## src/sv/hcim_pkg.sv

```systemverilog
// Types, constants and codes shared by the halo cell index map.
`default_nettype none
package hcim_pkg;
	localparam int MAX_CELLS_PER_AXIS = 64;
	localparam int N_W = 7;
	localparam int C_W = 8;
	localparam int NUM_W = 19;
	localparam int W_W = 8;
	localparam int P_W = 16;
	localparam int S_W = 22;
	localparam int REM_W = 14;
	localparam int FRONT_STAGES = 7;
	localparam int LATENCY = FRONT_STAGES + NUM_W + REM_W + 1;

	localparam logic OP_ENCODE = 1'b0;
	localparam logic OP_DECODE = 1'b1;

	localparam logic [1:0] CFG_CELLS_X = 2'd0;
	localparam logic [1:0] CFG_CELLS_Y = 2'd1;
	localparam logic [1:0] CFG_CELLS_Z = 2'd2;

	localparam logic [2:0] RG_INT = 3'd0;
	localparam logic [2:0] RG_XLO = 3'd1;
	localparam logic [2:0] RG_XHI = 3'd2;
	localparam logic [2:0] RG_YLO = 3'd3;
	localparam logic [2:0] RG_YHI = 3'd4;
	localparam logic [2:0] RG_ZLO = 3'd5;
	localparam logic [2:0] RG_ZHI = 3'd6;

	typedef struct packed {
		logic opcode;
		logic signed [C_W-1:0] pos_x;
		logic signed [C_W-1:0] pos_y;
		logic signed [C_W-1:0] pos_z;
		logic [NUM_W-1:0] cell_number;
	} hcim_cmd_t;

	typedef struct packed {
		logic [NUM_W-1:0] out_number;
		logic signed [C_W-1:0] out_x;
		logic signed [C_W-1:0] out_y;
		logic signed [C_W-1:0] out_z;
		logic range_error;
	} hcim_rsp_t;

	typedef struct packed {
		logic op;
		logic err;
		logic [2:0] region;
		logic [NUM_W-1:0] number;
		logic [N_W-1:0] nx;
		logic [N_W-1:0] ny;
		logic [N_W-1:0] nz;
	} hcim_tag_t;

	typedef struct packed {
		hcim_tag_t tag;
		logic [C_W-1:0] qa;
		logic [C_W-1:0] ra;
	} hcim_tagb_t;
endpackage
`default_nettype wire

```

## src/sv/hcim_div_cell.sv

```systemverilog
// One restoring division step: a cell of the divider chain.
`default_nettype none
module hcim_div_cell #(
	parameter int NW = 19,
	parameter int DW = 14,
	parameter int PW = 8
) (
	input  wire logic          clk,
	input  wire logic          arst_n,
	input  wire logic          prev_vld,
	input  wire logic [DW-1:0] prev_rem,
	input  wire logic [NW-1:0] prev_dq,
	input  wire logic [DW-1:0] prev_dvs,
	input  wire logic [PW-1:0] prev_tag,
	output logic               next_vld,
	output logic [DW-1:0]      next_rem,
	output logic [NW-1:0]      next_dq,
	output logic [DW-1:0]      next_dvs,
	output logic [PW-1:0]      next_tag
);
	logic [DW:0] trial;
	logic [DW:0] diff;
	logic        ge;

	assign trial = {prev_rem, prev_dq[NW-1]};
	assign diff  = trial - {1'b0, prev_dvs};
	assign ge    = trial >= {1'b0, prev_dvs};

	always_ff @(posedge clk or negedge arst_n) begin
		if (!arst_n) begin
			next_vld <= 1'b0;
		end else begin
			next_vld <= prev_vld;
		end
	end

	always_ff @(posedge clk) begin
		next_rem <= ge ? diff[DW-1:0] : trial[DW-1:0];
		next_dq  <= {prev_dq[NW-2:0], ge};
		next_dvs <= prev_dvs;
		next_tag <= prev_tag;
	end
endmodule
`default_nettype wire

```

## src/sv/hcim_front.sv

```systemverilog
// Front pipeline: grid sizes, encode sum, decode region and face split.
`default_nettype none
module hcim_front
	import hcim_pkg::*;
#(
	parameter int MaxCells = MAX_CELLS_PER_AXIS
) (
	input  wire logic             clk,
	input  wire logic             arst_n,
	input  wire logic             start,
	input  wire hcim_cmd_t        cmd,
	input  wire logic [N_W-1:0]   cells_x,
	input  wire logic [N_W-1:0]   cells_y,
	input  wire logic [N_W-1:0]   cells_z,
	output logic                  vld,
	output logic [NUM_W-1:0]      dividend,
	output logic [REM_W-1:0]      divisor,
	output hcim_tag_t             tag
);
	function automatic logic [N_W-1:0] eff(input logic [N_W-1:0] r);
		logic [N_W-1:0] v;
		v = r;
		if (r == '0)
			v = N_W'(1);
		else if (int'(r) > MaxCells)
			v = N_W'(MaxCells);
		return v;
	endfunction

	// s1
	logic vld_s1, op_s1;
	logic signed [C_W-1:0] x_s1, y_s1, z_s1;
	logic [NUM_W-1:0] num_s1;
	logic [N_W-1:0] nx_s1, ny_s1, nz_s1;
	logic [W_W-1:0] w_s1;

	always_ff @(posedge clk or negedge arst_n) begin
		if (!arst_n) begin
			vld_s1 <= 1'b0;
		end else begin
			vld_s1 <= start;
		end
	end

	always_ff @(posedge clk) begin
		op_s1  <= cmd.opcode;
		x_s1   <= cmd.pos_x;
		y_s1   <= cmd.pos_y;
		z_s1   <= cmd.pos_z;
		num_s1 <= cmd.cell_number;
		nx_s1  <= eff(cells_x);
		ny_s1  <= eff(cells_y);
		nz_s1  <= eff(cells_z);
		w_s1   <= {1'b0, eff(cells_x)} + W_W'(2);
	end

	// s2
	logic signed [C_W:0] xs, ys, zs, nxs, nys, nzs;
	logic bad;
	logic [2:0] rg;
	logic [C_W-1:0] xp1, yp1, ma, mb, tail;

	assign xs  = $signed({x_s1[C_W-1], x_s1});
	assign ys  = $signed({y_s1[C_W-1], y_s1});
	assign zs  = $signed({z_s1[C_W-1], z_s1});
	assign nxs = $signed({2'b00, nx_s1});
	assign nys = $signed({2'b00, ny_s1});
	assign nzs = $signed({2'b00, nz_s1});
	assign bad = xs < -9'sd1 || xs > nxs || ys < -9'sd1 || ys > nys ||
		zs < -9'sd1 || zs > nzs;
	assign xp1 = x_s1 + C_W'(1);
	assign yp1 = y_s1 + C_W'(1);

	always_comb begin
		if (zs == nzs)
			rg = RG_ZHI;
		else if (zs == -9'sd1)
			rg = RG_ZLO;
		else if (ys == nys)
			rg = RG_YHI;
		else if (ys == -9'sd1)
			rg = RG_YLO;
		else if (xs == nxs)
			rg = RG_XHI;
		else if (xs == -9'sd1)
			rg = RG_XLO;
		else
			rg = RG_INT;
	end

	always_comb begin
		case (rg)
			RG_ZHI, RG_ZLO: begin
				ma = w_s1;
				mb = yp1;
				tail = xp1;
			end
			RG_YHI, RG_YLO: begin
				ma = w_s1;
				mb = {1'b0, z_s1[N_W-1:0]};
				tail = xp1;
			end
			RG_XHI, RG_XLO: begin
				ma = {1'b0, ny_s1};
				mb = {1'b0, z_s1[N_W-1:0]};
				tail = {1'b0, y_s1[N_W-1:0]};
			end
			default: begin
				ma = {1'b0, nx_s1};
				mb = {1'b0, y_s1[N_W-1:0]};
				tail = {1'b0, x_s1[N_W-1:0]};
			end
		endcase
	end

	logic vld_s2, op_s2, bad_s2;
	logic [2:0] rg_s2;
	logic [C_W-1:0] small_s2;
	logic [NUM_W-1:0] num_s2;
	logic [N_W-1:0] nx_s2, ny_s2, nz_s2, z_s2;
	logic [W_W-1:0] w_s2;
	logic [P_W-1:0] ta_s2, nxny_s2, nynz_s2, nzw_s2, wy2_s2;

	always_ff @(posedge clk or negedge arst_n) begin
		if (!arst_n) begin
			vld_s2 <= 1'b0;
		end else begin
			vld_s2 <= vld_s1;
		end
	end

	always_ff @(posedge clk) begin
		op_s2    <= op_s1;
		bad_s2   <= bad;
		rg_s2    <= rg;
		small_s2 <= tail;
		num_s2   <= num_s1;
		nx_s2    <= nx_s1;
		ny_s2    <= ny_s1;
		nz_s2    <= nz_s1;
		z_s2     <= z_s1[N_W-1:0];
		w_s2     <= w_s1;
		ta_s2    <= P_W'(ma) * P_W'(mb);
		nxny_s2  <= P_W'(nx_s1) * P_W'(ny_s1);
		nynz_s2  <= P_W'(ny_s1) * P_W'(nz_s1);
		nzw_s2   <= P_W'(nz_s1) * P_W'(w_s1);
		wy2_s2   <= P_W'(w_s1) * (P_W'(ny_s1) + P_W'(2));
	end

	// s3
	logic vld_s3, op_s3, bad_s3;
	logic [2:0] rg_s3;
	logic [C_W-1:0] small_s3;
	logic [NUM_W-1:0] num_s3;
	logic [N_W-1:0] nx_s3, ny_s3, nz_s3;
	logic [W_W-1:0] w_s3;
	logic [P_W-1:0] ta_s3, nxny_s3, nynz_s3, nzw_s3, wy2_s3;
	logic [S_W-1:0] int_s3, pz_s3;

	always_ff @(posedge clk or negedge arst_n) begin
		if (!arst_n) begin
			vld_s3 <= 1'b0;
		end else begin
			vld_s3 <= vld_s2;
		end
	end

	always_ff @(posedge clk) begin
		op_s3    <= op_s2;
		bad_s3   <= bad_s2;
		rg_s3    <= rg_s2;
		small_s3 <= small_s2;
		num_s3   <= num_s2;
		nx_s3    <= nx_s2;
		ny_s3    <= ny_s2;
		nz_s3    <= nz_s2;
		w_s3     <= w_s2;
		ta_s3    <= ta_s2;
		nxny_s3  <= nxny_s2;
		nynz_s3  <= nynz_s2;
		nzw_s3   <= nzw_s2;
		wy2_s3   <= wy2_s2;
		int_s3   <= S_W'(nxny_s2) * S_W'(nz_s2);
		pz_s3    <= S_W'(nxny_s2) * S_W'(z_s2);
	end

	// s4
	logic vld_s4, op_s4, bad_s4;
	logic [2:0] rg_s4;
	logic [C_W-1:0] small_s4;
	logic [NUM_W-1:0] num_s4;
	logic [N_W-1:0] nx_s4, ny_s4, nz_s4;
	logic [W_W-1:0] w_s4;
	logic [P_W-1:0] ta_s4, nxny_s4, nynz_s4, nzw_s4, wy2_s4;
	logic [S_W-1:0] int_s4, pz_s4, by_s4, bz_s4, bxh_s4;

	always_ff @(posedge clk or negedge arst_n) begin
		if (!arst_n) begin
			vld_s4 <= 1'b0;
		end else begin
			vld_s4 <= vld_s3;
		end
	end

	always_ff @(posedge clk) begin
		op_s4    <= op_s3;
		bad_s4   <= bad_s3;
		rg_s4    <= rg_s3;
		small_s4 <= small_s3;
		num_s4   <= num_s3;
		nx_s4    <= nx_s3;
		ny_s4    <= ny_s3;
		nz_s4    <= nz_s3;
		w_s4     <= w_s3;
		ta_s4    <= ta_s3;
		nxny_s4  <= nxny_s3;
		nynz_s4  <= nynz_s3;
		nzw_s4   <= nzw_s3;
		wy2_s4   <= wy2_s3;
		int_s4   <= int_s3;
		pz_s4    <= pz_s3;
		by_s4    <= int_s3 + (S_W'(nynz_s3) << 1);
		bz_s4    <= int_s3 + (S_W'(nynz_s3) << 1) + (S_W'(nzw_s3) << 1);
		bxh_s4   <= int_s3 + S_W'(nynz_s3);
	end

	// s5
	logic [S_W-1:0] bsel;

	always_comb begin
		case (rg_s4)
			RG_ZHI: bsel = bz_s4 + S_W'(wy2_s4);
			RG_ZLO: bsel = bz_s4;
			RG_YHI: bsel = by_s4 + S_W'(nzw_s4);
			RG_YLO: bsel = by_s4;
			RG_XHI: bsel = bxh_s4;
			RG_XLO: bsel = int_s4;
			default: bsel = pz_s4;
		endcase
	end

	logic vld_s5, op_s5, bad_s5, ltint_s5, ltby_s5, ltbz_s5;
	logic [C_W-1:0] small_s5;
	logic [NUM_W-1:0] num_s5;
	logic [N_W-1:0] nx_s5, ny_s5, nz_s5;
	logic [W_W-1:0] w_s5;
	logic [P_W-1:0] ta_s5, nxny_s5, nynz_s5, nzw_s5, wy2_s5;
	logic [S_W-1:0] bsel_s5, tot_s5, rx_s5, ry_s5, rz_s5;

	always_ff @(posedge clk or negedge arst_n) begin
		if (!arst_n) begin
			vld_s5 <= 1'b0;
		end else begin
			vld_s5 <= vld_s4;
		end
	end

	always_ff @(posedge clk) begin
		op_s5    <= op_s4;
		bad_s5   <= bad_s4;
		small_s5 <= small_s4;
		num_s5   <= num_s4;
		nx_s5    <= nx_s4;
		ny_s5    <= ny_s4;
		nz_s5    <= nz_s4;
		w_s5     <= w_s4;
		ta_s5    <= ta_s4;
		nxny_s5  <= nxny_s4;
		nynz_s5  <= nynz_s4;
		nzw_s5   <= nzw_s4;
		wy2_s5   <= wy2_s4;
		bsel_s5  <= bsel;
		tot_s5   <= bz_s4 + (S_W'(wy2_s4) << 1);
		rx_s5    <= S_W'(num_s4) - int_s4;
		ry_s5    <= S_W'(num_s4) - by_s4;
		rz_s5    <= S_W'(num_s4) - bz_s4;
		ltint_s5 <= S_W'(num_s4) < int_s4;
		ltby_s5  <= S_W'(num_s4) < by_s4;
		ltbz_s5  <= S_W'(num_s4) < bz_s4;
	end

	// s6
	logic [2:0] drg;
	logic [S_W-1:0] dr;
	logic [P_W-1:0] face;
	logic [REM_W-1:0] dvs;

	always_comb begin
		if (ltint_s5) begin
			drg = RG_INT;
			dr = S_W'(num_s5);
			face = nynz_s5;
			dvs = nxny_s5[REM_W-1:0];
		end else if (ltby_s5) begin
			drg = RG_XLO;
			dr = rx_s5;
			face = nynz_s5;
			dvs = REM_W'(ny_s5);
		end else if (ltbz_s5) begin
			drg = RG_YLO;
			dr = ry_s5;
			face = nzw_s5;
			dvs = REM_W'(w_s5);
		end else begin
			drg = RG_ZLO;
			dr = rz_s5;
			face = wy2_s5;
			dvs = REM_W'(w_s5);
		end
	end

	logic vld_s6, op_s6, err_s6;
	logic [2:0] rg_s6;
	logic [NUM_W-1:0] number_s6, r_s6;
	logic [N_W-1:0] nx_s6, ny_s6, nz_s6;
	logic [P_W-1:0] face_s6;
	logic [REM_W-1:0] dvs_s6;

	always_ff @(posedge clk or negedge arst_n) begin
		if (!arst_n) begin
			vld_s6 <= 1'b0;
		end else begin
			vld_s6 <= vld_s5;
		end
	end

	always_ff @(posedge clk) begin
		op_s6     <= op_s5;
		err_s6    <= (op_s5 == OP_DECODE) ? (S_W'(num_s5) >= tot_s5) : bad_s5;
		rg_s6     <= drg;
		number_s6 <= NUM_W'(bsel_s5 + S_W'(ta_s5) + S_W'(small_s5));
		r_s6      <= dr[NUM_W-1:0];
		nx_s6     <= nx_s5;
		ny_s6     <= ny_s5;
		nz_s6     <= nz_s5;
		face_s6   <= face;
		dvs_s6    <= dvs;
	end

	// s7
	logic hi;
	logic [2:0] rg7;

	assign hi = (rg_s6 != RG_INT) && (r_s6 >= NUM_W'(face_s6));

	always_comb begin
		case (rg_s6)
			RG_XLO: rg7 = hi ? RG_XHI : RG_XLO;
			RG_YLO: rg7 = hi ? RG_YHI : RG_YLO;
			RG_ZLO: rg7 = hi ? RG_ZHI : RG_ZLO;
			default: rg7 = RG_INT;
		endcase
	end

	always_ff @(posedge clk or negedge arst_n) begin
		if (!arst_n) begin
			vld <= 1'b0;
		end else begin
			vld <= vld_s6;
		end
	end

	always_ff @(posedge clk) begin
		dividend   <= hi ? r_s6 - NUM_W'(face_s6) : r_s6;
		divisor    <= dvs_s6;
		tag.op     <= op_s6;
		tag.err    <= err_s6;
		tag.region <= rg7;
		tag.number <= number_s6;
		tag.nx     <= nx_s6;
		tag.ny     <= ny_s6;
		tag.nz     <= nz_s6;
	end
endmodule
`default_nettype wire

```

## src/sv/halo_cell_index_map_core.sv

```systemverilog
// Top level: configuration registers, front pipeline and two divider cell chains.
// Maps halo-grid cell coordinates to a linear cell number (opcode 0) and back
// (opcode 1). busy stays low: a command is taken in every cycle that start is
// high, and its result appears on rsp with done high after the 7 front
// stages, a 19-cell divider chain, a 14-cell divider chain and the output
// register, in command order. The receiver cannot stall, so done is a
// one-cycle strobe. A write to cells_x/y/z applies to commands started after it.
`default_nettype none
module halo_cell_index_map_core
	import hcim_pkg::*;
#(
	parameter int MaxCellsPerAxis = MAX_CELLS_PER_AXIS
) (
	input  wire logic           clk,
	input  wire logic           arst_n,
	input  wire logic           start,
	output logic                busy,
	input  wire hcim_cmd_t      cmd,
	output logic                done,
	output hcim_rsp_t           rsp,
	input  wire logic           cfg_we,
	input  wire logic [1:0]     cfg_idx,
	input  wire logic [N_W-1:0] cfg_data
);
	localparam int TW  = $bits(hcim_tag_t);
	localparam int TBW = $bits(hcim_tagb_t);

	logic [N_W-1:0] cells_x_q, cells_y_q, cells_z_q;

	always_ff @(posedge clk or negedge arst_n) begin
		if (!arst_n) begin
			cells_x_q <= N_W'(4);
			cells_y_q <= N_W'(4);
			cells_z_q <= N_W'(4);
		end else if (cfg_we) begin
			case (cfg_idx)
				CFG_CELLS_X: cells_x_q <= cfg_data;
				CFG_CELLS_Y: cells_y_q <= cfg_data;
				CFG_CELLS_Z: cells_z_q <= cfg_data;
				default: ;
			endcase
		end
	end

	assign busy = 1'b0;

	logic a_vld [0:NUM_W];
	logic [REM_W-1:0] a_rem [0:NUM_W];
	logic [NUM_W-1:0] a_dq [0:NUM_W];
	logic [REM_W-1:0] a_dvs [0:NUM_W];
	logic [TW-1:0] a_tag [0:NUM_W];
	hcim_tag_t front_tag;

	hcim_front #(.MaxCells(MaxCellsPerAxis)) u_front (
		.clk(clk), .arst_n(arst_n), .start(start & ~busy), .cmd(cmd),
		.cells_x(cells_x_q), .cells_y(cells_y_q), .cells_z(cells_z_q),
		.vld(a_vld[0]), .dividend(a_dq[0]), .divisor(a_dvs[0]), .tag(front_tag)
	);

	assign a_rem[0] = '0;
	assign a_tag[0] = front_tag;

	for (genvar i = 0; i < NUM_W; i++) begin : g_chain_a
		hcim_div_cell #(.NW(NUM_W), .DW(REM_W), .PW(TW)) u_cell (
			.clk(clk), .arst_n(arst_n),
			.prev_vld(a_vld[i]), .prev_rem(a_rem[i]), .prev_dq(a_dq[i]),
			.prev_dvs(a_dvs[i]), .prev_tag(a_tag[i]),
			.next_vld(a_vld[i+1]), .next_rem(a_rem[i+1]), .next_dq(a_dq[i+1]),
			.next_dvs(a_dvs[i+1]), .next_tag(a_tag[i+1])
		);
	end

	logic b_vld [0:REM_W];
	logic [N_W-1:0] b_rem [0:REM_W];
	logic [REM_W-1:0] b_dq [0:REM_W];
	logic [N_W-1:0] b_dvs [0:REM_W];
	logic [TBW-1:0] b_tag [0:REM_W];
	hcim_tag_t a_end;
	hcim_tagb_t b_start, b_end;

	assign a_end       = a_tag[NUM_W];
	assign b_start.tag = a_end;
	assign b_start.qa  = a_dq[NUM_W][C_W-1:0];
	assign b_start.ra  = a_rem[NUM_W][C_W-1:0];
	assign b_vld[0]    = a_vld[NUM_W];
	assign b_rem[0]    = '0;
	assign b_dq[0]     = a_rem[NUM_W];
	assign b_dvs[0]    = a_end.nx;
	assign b_tag[0]    = b_start;

	for (genvar j = 0; j < REM_W; j++) begin : g_chain_b
		hcim_div_cell #(.NW(REM_W), .DW(N_W), .PW(TBW)) u_cell (
			.clk(clk), .arst_n(arst_n),
			.prev_vld(b_vld[j]), .prev_rem(b_rem[j]), .prev_dq(b_dq[j]),
			.prev_dvs(b_dvs[j]), .prev_tag(b_tag[j]),
			.next_vld(b_vld[j+1]), .next_rem(b_rem[j+1]), .next_dq(b_dq[j+1]),
			.next_dvs(b_dvs[j+1]), .next_tag(b_tag[j+1])
		);
	end

	assign b_end = b_tag[REM_W];

	logic [C_W-1:0] ox, oy, oz, qb, rb;

	assign qb = b_dq[REM_W][C_W-1:0];
	assign rb = {1'b0, b_rem[REM_W]};

	always_comb begin
		case (b_end.tag.region)
			RG_XLO, RG_XHI: begin
				ox = (b_end.tag.region == RG_XLO) ? '1 : {1'b0, b_end.tag.nx};
				oy = b_end.ra;
				oz = b_end.qa;
			end
			RG_YLO, RG_YHI: begin
				ox = b_end.ra - C_W'(1);
				oy = (b_end.tag.region == RG_YLO) ? '1 : {1'b0, b_end.tag.ny};
				oz = b_end.qa;
			end
			RG_ZLO, RG_ZHI: begin
				ox = b_end.ra - C_W'(1);
				oy = b_end.qa - C_W'(1);
				oz = (b_end.tag.region == RG_ZLO) ? '1 : {1'b0, b_end.tag.nz};
			end
			default: begin
				ox = rb;
				oy = qb;
				oz = b_end.qa;
			end
		endcase
	end

	logic dec_ok;
	assign dec_ok = (b_end.tag.op == OP_DECODE) && !b_end.tag.err;

	always_ff @(posedge clk or negedge arst_n) begin
		if (!arst_n) begin
			done <= 1'b0;
		end else begin
			done <= b_vld[REM_W];
		end
	end

	always_ff @(posedge clk) begin
		rsp.range_error <= b_end.tag.err;
		rsp.out_number  <= (b_end.tag.op == OP_ENCODE && !b_end.tag.err) ?
			b_end.tag.number : '0;
		rsp.out_x <= dec_ok ? ox : '0;
		rsp.out_y <= dec_ok ? oy : '0;
		rsp.out_z <= dec_ok ? oz : '0;
	end

	a_latency: assert property (@(posedge clk) disable iff (!arst_n)
		start |-> ##LATENCY done)
		else $error("command transfer lost in pipeline");

	a_err_clear: assert property (@(posedge clk) disable iff (!arst_n)
		done && rsp.range_error |-> rsp.out_number == '0 && rsp.out_x == '0 &&
			rsp.out_y == '0 && rsp.out_z == '0)
		else $error("range error result carries data");

	a_one_kind: assert property (@(posedge clk) disable iff (!arst_n)
		done && rsp.out_number != '0 |-> rsp.out_x == '0 && rsp.out_y == '0 &&
			rsp.out_z == '0)
		else $error("result mixes number and coordinates");
endmodule
`default_nettype wire
```

## config.mk

```make
export PLATFORM = sky130hd
export DESIGN_NAME = halo_cell_index_map_core
export DESIGN_NICKNAME = d
export VERILOG_FILES = /design/src/sv/hcim_pkg.sv /design/src/sv/hcim_div_cell.sv /design/src/sv/hcim_front.sv /design/src/sv/halo_cell_index_map_core.sv
export SDC_FILE = /design/constraint.sdc
export NUM_CORES = 2
export LEC_CHECK = 0
export ABC_AREA = 1
export ABC_CLOCK_PERIOD_IN_PS = 7300
export BUFFER_PORTS_ARGS = -buffer_cell sky130_fd_sc_hd__buf_2
export CORE_ASPECT_RATIO = 1.75
export CORE_MARGIN = 4
export CORE_UTILIZATION = 60
export CTS_BUF_LIST = sky130_fd_sc_hd__clkbuf_4
export DETAILED_ROUTE_END_ITERATION = 8
export PLACE_DENSITY = 0.75
export SYNTH_ARGS = -nofsm -noshare
export SYNTH_HDL_FRONTEND = slang
export SYNTH_SLANG_ARGS = --single-unit
```

## constraint.sdc

```tcl
create_clock -name clk -period 7.3 [get_ports clk]
set_input_delay 0.365 -clock clk [delete_from_list [all_inputs] [get_ports clk]]
set_output_delay 0.365 -clock clk [all_outputs]
set_load 0.01 [all_outputs]
```

Yosys cells after proc, flatten, opt, wreduce, memory -nomap -nowiden. Cells that the tools add are included.

Multipliers: 7. Equality and inequality tests: 29. Bitwise logic cells: 1. Reduce and logical (&&, ||, !) cells: 29. Muxes and demuxes: 69. Add/sub/neg operators: 51. Magnitude comparators: 47.

Operators with widths (count): $mux 14 (21); $ge 15x14->1 (18); $sub 14x14->14 (18); $mux 7 (17); $pmux 19 s6 (1); $ge 8x7->1 (13); $sub 7x7->7 (13); $mux 19 (4); $pmux 8 s2 (4); $sub 19x19->19 (3); $lt 19x22->1 (2); $mux 8 (5); $add 19x16->19 (2); $eq 3x3->1 const B (10); $mul 7x7->14 (2); $eq 8x1->1 const B (3); $eq 8x8->1 (3); $gt 8x8->1 (3); $lt 8x1->1 const B (3); $pmux 8 s3 (1); $add 21x15->22 (1); $add 22x16->22 (1); $add 22x17->22 (1); $ge 19x22->1 (1); 39 further kinds (83).

Output and inout bits: 46. Register bits: 4099. Word-level logic and storage cells: 518.

Logic depth before layout (Yosys ltp).
Word-level depth: 11. Depth in mapped cells: 35. Depth with buffers taken out: 32.

Modules after synthesis. Synthesis repeated with hierarchy kept, for this count alone.

Cell total of the unflattened synthesis: 14669. Area total of the unflattened synthesis: 144785.1 µm².

By module, submodules not included: hcim_div_cell at g_chain_a[0].u_cell ... (cells each 319, area an instance 3124.2 µm², times used 19); hcim_front (cells each 5605, area an instance 50056.8 µm², times used 1); hcim_div_cell at g_chain_b[0].u_cell ... (cells each 186, area an instance 2316.0 µm², times used 14); halo_cell_index_map_core (cells each 399, area an instance 2944.1 µm², times used 1).

Least setup slack after synthesis. OpenSTA, ideal clock, no wires.

Path type: register to register. Start: register u_front.ny_s1[3]. End: register u_front.ta_s2[14]. Setup time: 72 ps. Arrival time: 5631 ps. Buffers on the path: 3. Slack: 1597 ps. Clock period less this slack: 5703 ps. Data required time: 7228 ps. Stages on the path, launching flop included: 33. Cells stage by stage: dfxtp_1 clkbuf_1 clkbuf_1 inv_1 ha_1 nand2_1 nor2_1 nand2_2 nand2_2 nand4_2 nor2_2 buf_2 a21oi_1 nand2_1 nand2_2 inv_2 nand2_1 fa_1 fa_1 inv_1 fa_1 inv_1 fa_1 inv_1 ha_1 nand2_1 nand2_1 nand2_1 nand3_1 nand3_1 nand2_1 a21oi_1 xor2_1.

Word-level cells in the longest chain between the ends: 8. Elaborated cells on any way between the ends: 17. Classes of those cells: 1 x mul; 7 x eq/ne; 5 x mux; 4 x reduce/logical.

RTL lines: start: declaration (line hcim_front.sv:34) `logic [N_W-1:0] nx_s1, ny_s1, nz_s1;`; start signal: assignment (line hcim_front.sv:52) `ny_s1 <= eff(cells_y);`; $eq 8x8->1 (line hcim_front.sv:79) `else if (ys == nys)`; $mux 3 (line hcim_front.sv:79); $mux 3 (line hcim_front.sv:77) `else if (zs == -9'sd1)`; $mux 3 (line hcim_front.sv:75) `if (zs == nzs)`; $eq 3x3->1 (tied with other cells) (line hcim_front.sv:92) `case (rg)`; $reduce_or 4->1 (no source line) (tied with other cells); $pmux 8 s2 (line hcim_front.sv:92); $mul 8x8->16 (*) (line hcim_front.sv:143) `ta_s2 <= P_W'(ma) * P_W'(mb);`; end signal: assignment (line hcim_front.sv:143); end: declaration (line hcim_front.sv:122) `logic [P_W-1:0] ta_s2, nxny_s2, nynz_s2, nzw_s2, wy2_s2;`.

Mark *: on every way between the ends. The rest lies on a longest branch, timed or not. A chain may end at the register's enable or synchronous reset.

Final worst setup path.
Start: register u_front.nz_s1[5]. End: register u_front.ta_s2[13].

Word-level cells in the longest chain between the ends: 6. Elaborated cells on any way between the ends: 15. Classes of those cells: 1 x mul; 7 x eq/ne; 3 x mux; 4 x reduce/logical.

RTL lines: start: declaration (line hcim_front.sv:34); start signal: assignment (line hcim_front.sv:53) `nz_s1 <= eff(cells_z);`; $eq 8x8->1 (*) (line hcim_front.sv:75); $mux 3 (*) (line hcim_front.sv:75); $eq 3x3->1 (tied with other cells) (line hcim_front.sv:92); $reduce_or 4->1 (no source line) (tied with other cells); $pmux 8 s2 (line hcim_front.sv:92); $mul 8x8->16 (*) (line hcim_front.sv:143).

Marks and branches as above.

==> results.toml <==
[die]
rows = 220
coreArea_um2 = 206000
ioPinCount = 103
die_w_um = 352
start_util_pct = 60.5
die-area_um2 = 215000
die_y_um = 610

[layout]
final_cell_mix = "dfxtp_1 (3,651), nand2_1 (1,882), inv_1 (1,476)"
fin_util_pct = 67.4
drive_gt1_share_pct = 10.5
final_common_cell = "dfxtp_1"
fillCellCount = 15800
final_cells = 16000
nets = 13900
area_delta_synth_final_pct = 11.4

[placed_design]
dp_cells = 14500
dp_hpwl_um = 237000
numPortBuffers = 101
gp_congestion = 1.02

[min_path]
hold_path.class = "register to register"
hold_end = "g_chain_a[3].u_cell.next_tag[30]"
hold_depth = 0
min_from = "g_chain_a[2].u_cell.next_tag[30]"

[routing]
drtAntennaViolNets = 0
first_pass_iters = 6
viasPerCell = 5.14
wl_per_cell_um = 19.2
drt-total-wl_um = 307000
drtIter0Drc = 3961
num_vias = 82100
drc = 0

[critical_path]
end_kind = "register"
r2r_setup_slack_ns = 0.74
r2r_end = "u_front.ta_s2[13]"
reg2reg_depth = 24
crit_slowest_cell = "dfxtp_1"
r2r_start = "u_front.nz_s1[5]"
crit_type = "register to register"
crit_chain = "inv_1 -> ha_1 -> nand2_1 -> nor2_1 -> nand2_2 -> nand3_4 -> nand2_4 -> nor2_4 -> nand2_1 -> nand2_1 -> nand2_1 -> nor2_1 -> fa_1 -> fa_1 -> fa_1 -> inv_1 -> fa_1 -> inv_1 -> ha_1 -> a21oi_1 -> o21ai_0 -> a31oi_1 -> o21bai_1 -> xor2_1"
cp.arrival_ns = 7.65
required_ns = 8.38
path_max_fanout = 17
critPathLaunchType = "register"
cp_slowest_stage_delay_ns = 0.74

[clock_tree]
cts_resized = 0
clock_path_buffers = 4
cts_tree = "built"
ctsHoldBuffers = 113
cts_num_sinks = 3713
clk_pin_slew_ns = 0.08
insertion_delay_ns = 1.28
cts_setup_buffers = 0
root_buffer = "clkbuf_4"
htreeDepth = 6
cts-buffers-inserted = 761

[synthesis]
yosysUniqueCellTypes = 65
ys_async_sr_fraction_pct = 1.67
synth_warnings = 0
synth-seq-cells = 3713
netlist_area_um2 = 124000
ys.flop_type = "dfxtp_1"
synth_edf_count = 0
synth_top_area_cell = "dfxtp_1"
synthCells = 11900
synth_area_leaders = "dfxtp_1 (59%), ha_1 (8.2%), nand2_1 (5.7%), fa_1 (5.1%), inv_1 (4.5%)"
yosysSeqAreaShare_pct = 60.0
avgSynthCellArea_um2 = 10.4
netlist.area_leader.share_pct = 58.8

[pwr]
vdd_drop_max_v = 0.000302
powerDensity_nw_per_um2 = 513
power_w = 0.0710
p_leak_nw = 65.6

[grt]
grt_remaining_overflow = 0
grt_pass1_vias = 87900
use_met2_pct = 55.6
antenna_found_initial = 15
busiest_layer = "met2"
gr-usage-met1_pct = 22.7
grt_max_degree = 63
met3_usage_pct = 4.54
grt_pass1_wl_um = 467000
grt_util_all_layers_pct = 28.3

[sta]
slew_viol_final = 0
relSlewSlack_pct = 26.7
setup_tns_ns = 0
worst_pin_slew_ns = 1.09
period_needed_ns = 6.56
hold_slack_ns = 0.280
setup_viol_count_final = 0
finalCritPeriodShare_pct = 89.9
hold_viol = 0
rsz0062_at_grt = "false"
max_freq_mhz = 152
skew_ns = 0.0964

[flow_run]
maxCapViolCount = 0

[status]
status = "complete, no violations"
-- worst max-delay path, delay by kind of cell (launching register included) --
kind                       cells  cell delay (ns)
xor gates and xnor gates       1             0.15
adders and majority gates      6             2.69
buffers and inverters          3             0.21
and+or+nand+nor               10             1.87
AOI/OAI and AO/OA              4             0.67
DFF                            1             0.74
-- metrics by stage --
step                      area [µm²]  setup slack [ns]
after floorplan               124000              1.60
after global placement        128000             0.816
after detailed placement      128000             0.780
after CTS                     138000             0.683
after global routing          139000             0.332
final                         139000             0.735
-- logic make-up after synthesis --
logic type                 synth area share, %
buffers and inverters                     5.17
other                                  0.00302
AOI/OAI and AO/OA                         6.99
and+or+nand+nor                           10.9
adders and majority gates                 13.3
DFF                                       60.0
xor gates and xnor gates                  3.52
-- synthesized netlist by cell type, drive strengths merged (68+ instances only) --
| cell type | instances |
|---|---|
| o21ai | 469 |
| dfxtp | 3651 |
| nor2 | 754 |
| a21oi | 786 |
| xnor2 | 192 |
| clkbuf | 104 |
| nand3 | 388 |
| nand2 | 1906 |
| nand4 | 106 |
| inv | 1507 |
| buf | 68 |
| ha | 818 |
| fa | 316 |
| xor2 | 308 |
| nor3 | 87 |
-- report_power, final --
group          total [W]  internal, W  switching, W
clock network     0.0149      0.00751       0.00737
registers         0.0315       0.0277       0.00382
logic             0.0246      0.00904        0.0156
total             0.0710       0.0442        0.0268
-- worst max-delay path by stage --
stage | start | end | slack, ns | cells past startpoint
after floorplan | u_front.ny_s1[3] | u_front.ta_s2[14] | 1.60 | 32
after global placement | u_front.nz_s1[5] | u_front.ta_s2[13] | 0.82 | 24
after detailed placement | u_front.nz_s1[5] | u_front.ta_s2[13] | 0.78 | 24
after CTS | u_front.nz_s1[5] | u_front.ta_s2[13] | 0.68 | 24
after global routing | u_front.nz_s1[5] | u_front.ta_s2[13] | 0.33 | 24
final | u_front.nz_s1[5] | u_front.ta_s2[13] | 0.74 | 24
-- final cells by class --
cell class	instances	area, µm²	area share, %
flip-flops and latches	3713	74600	53.9
multi-input cells	6511	43300	31.2
clock buffers	1062	7970	5.75
inverters	1509	5660	4.09
well taps	2664	3330	2.41
repair buffers	248	1890	1.37
clock inverters	240	1710	1.23
diodes	29	72.6	0.0524
-- registers in the layout, indices dropped and copies added, names as in the netlist, 21 cells and up --
name                       flops
u_front.int_s3                21
g_chain_b.u_cell.next_tag    776
u_front.tag                   45
g_chain_b.u_cell.next_rem     98
g_chain_b.u_cell.next_dq      51
u_front.int_s4                21
g_chain_a.u_cell.next_dvs    252
g_chain_a.u_cell.next_rem    266
g_chain_a.u_cell.next_dq     207
g_chain_a.u_cell.next_tag    855
rsp                           44
g_chain_b.u_cell.next_dvs     78
u_front.by_s4                 21
u_front.bz_s4                 21
u_front.tot_s5                22
-- routing by layer --
metal / vias up / wire, µm
met1: 38300 / 91900
met4: 6 / 35500
met2: 2350 / 168000
met5: - / 42
li1: 40200 / -
met3: 1270 / 11000
Power figures use the tool's default switching activity.
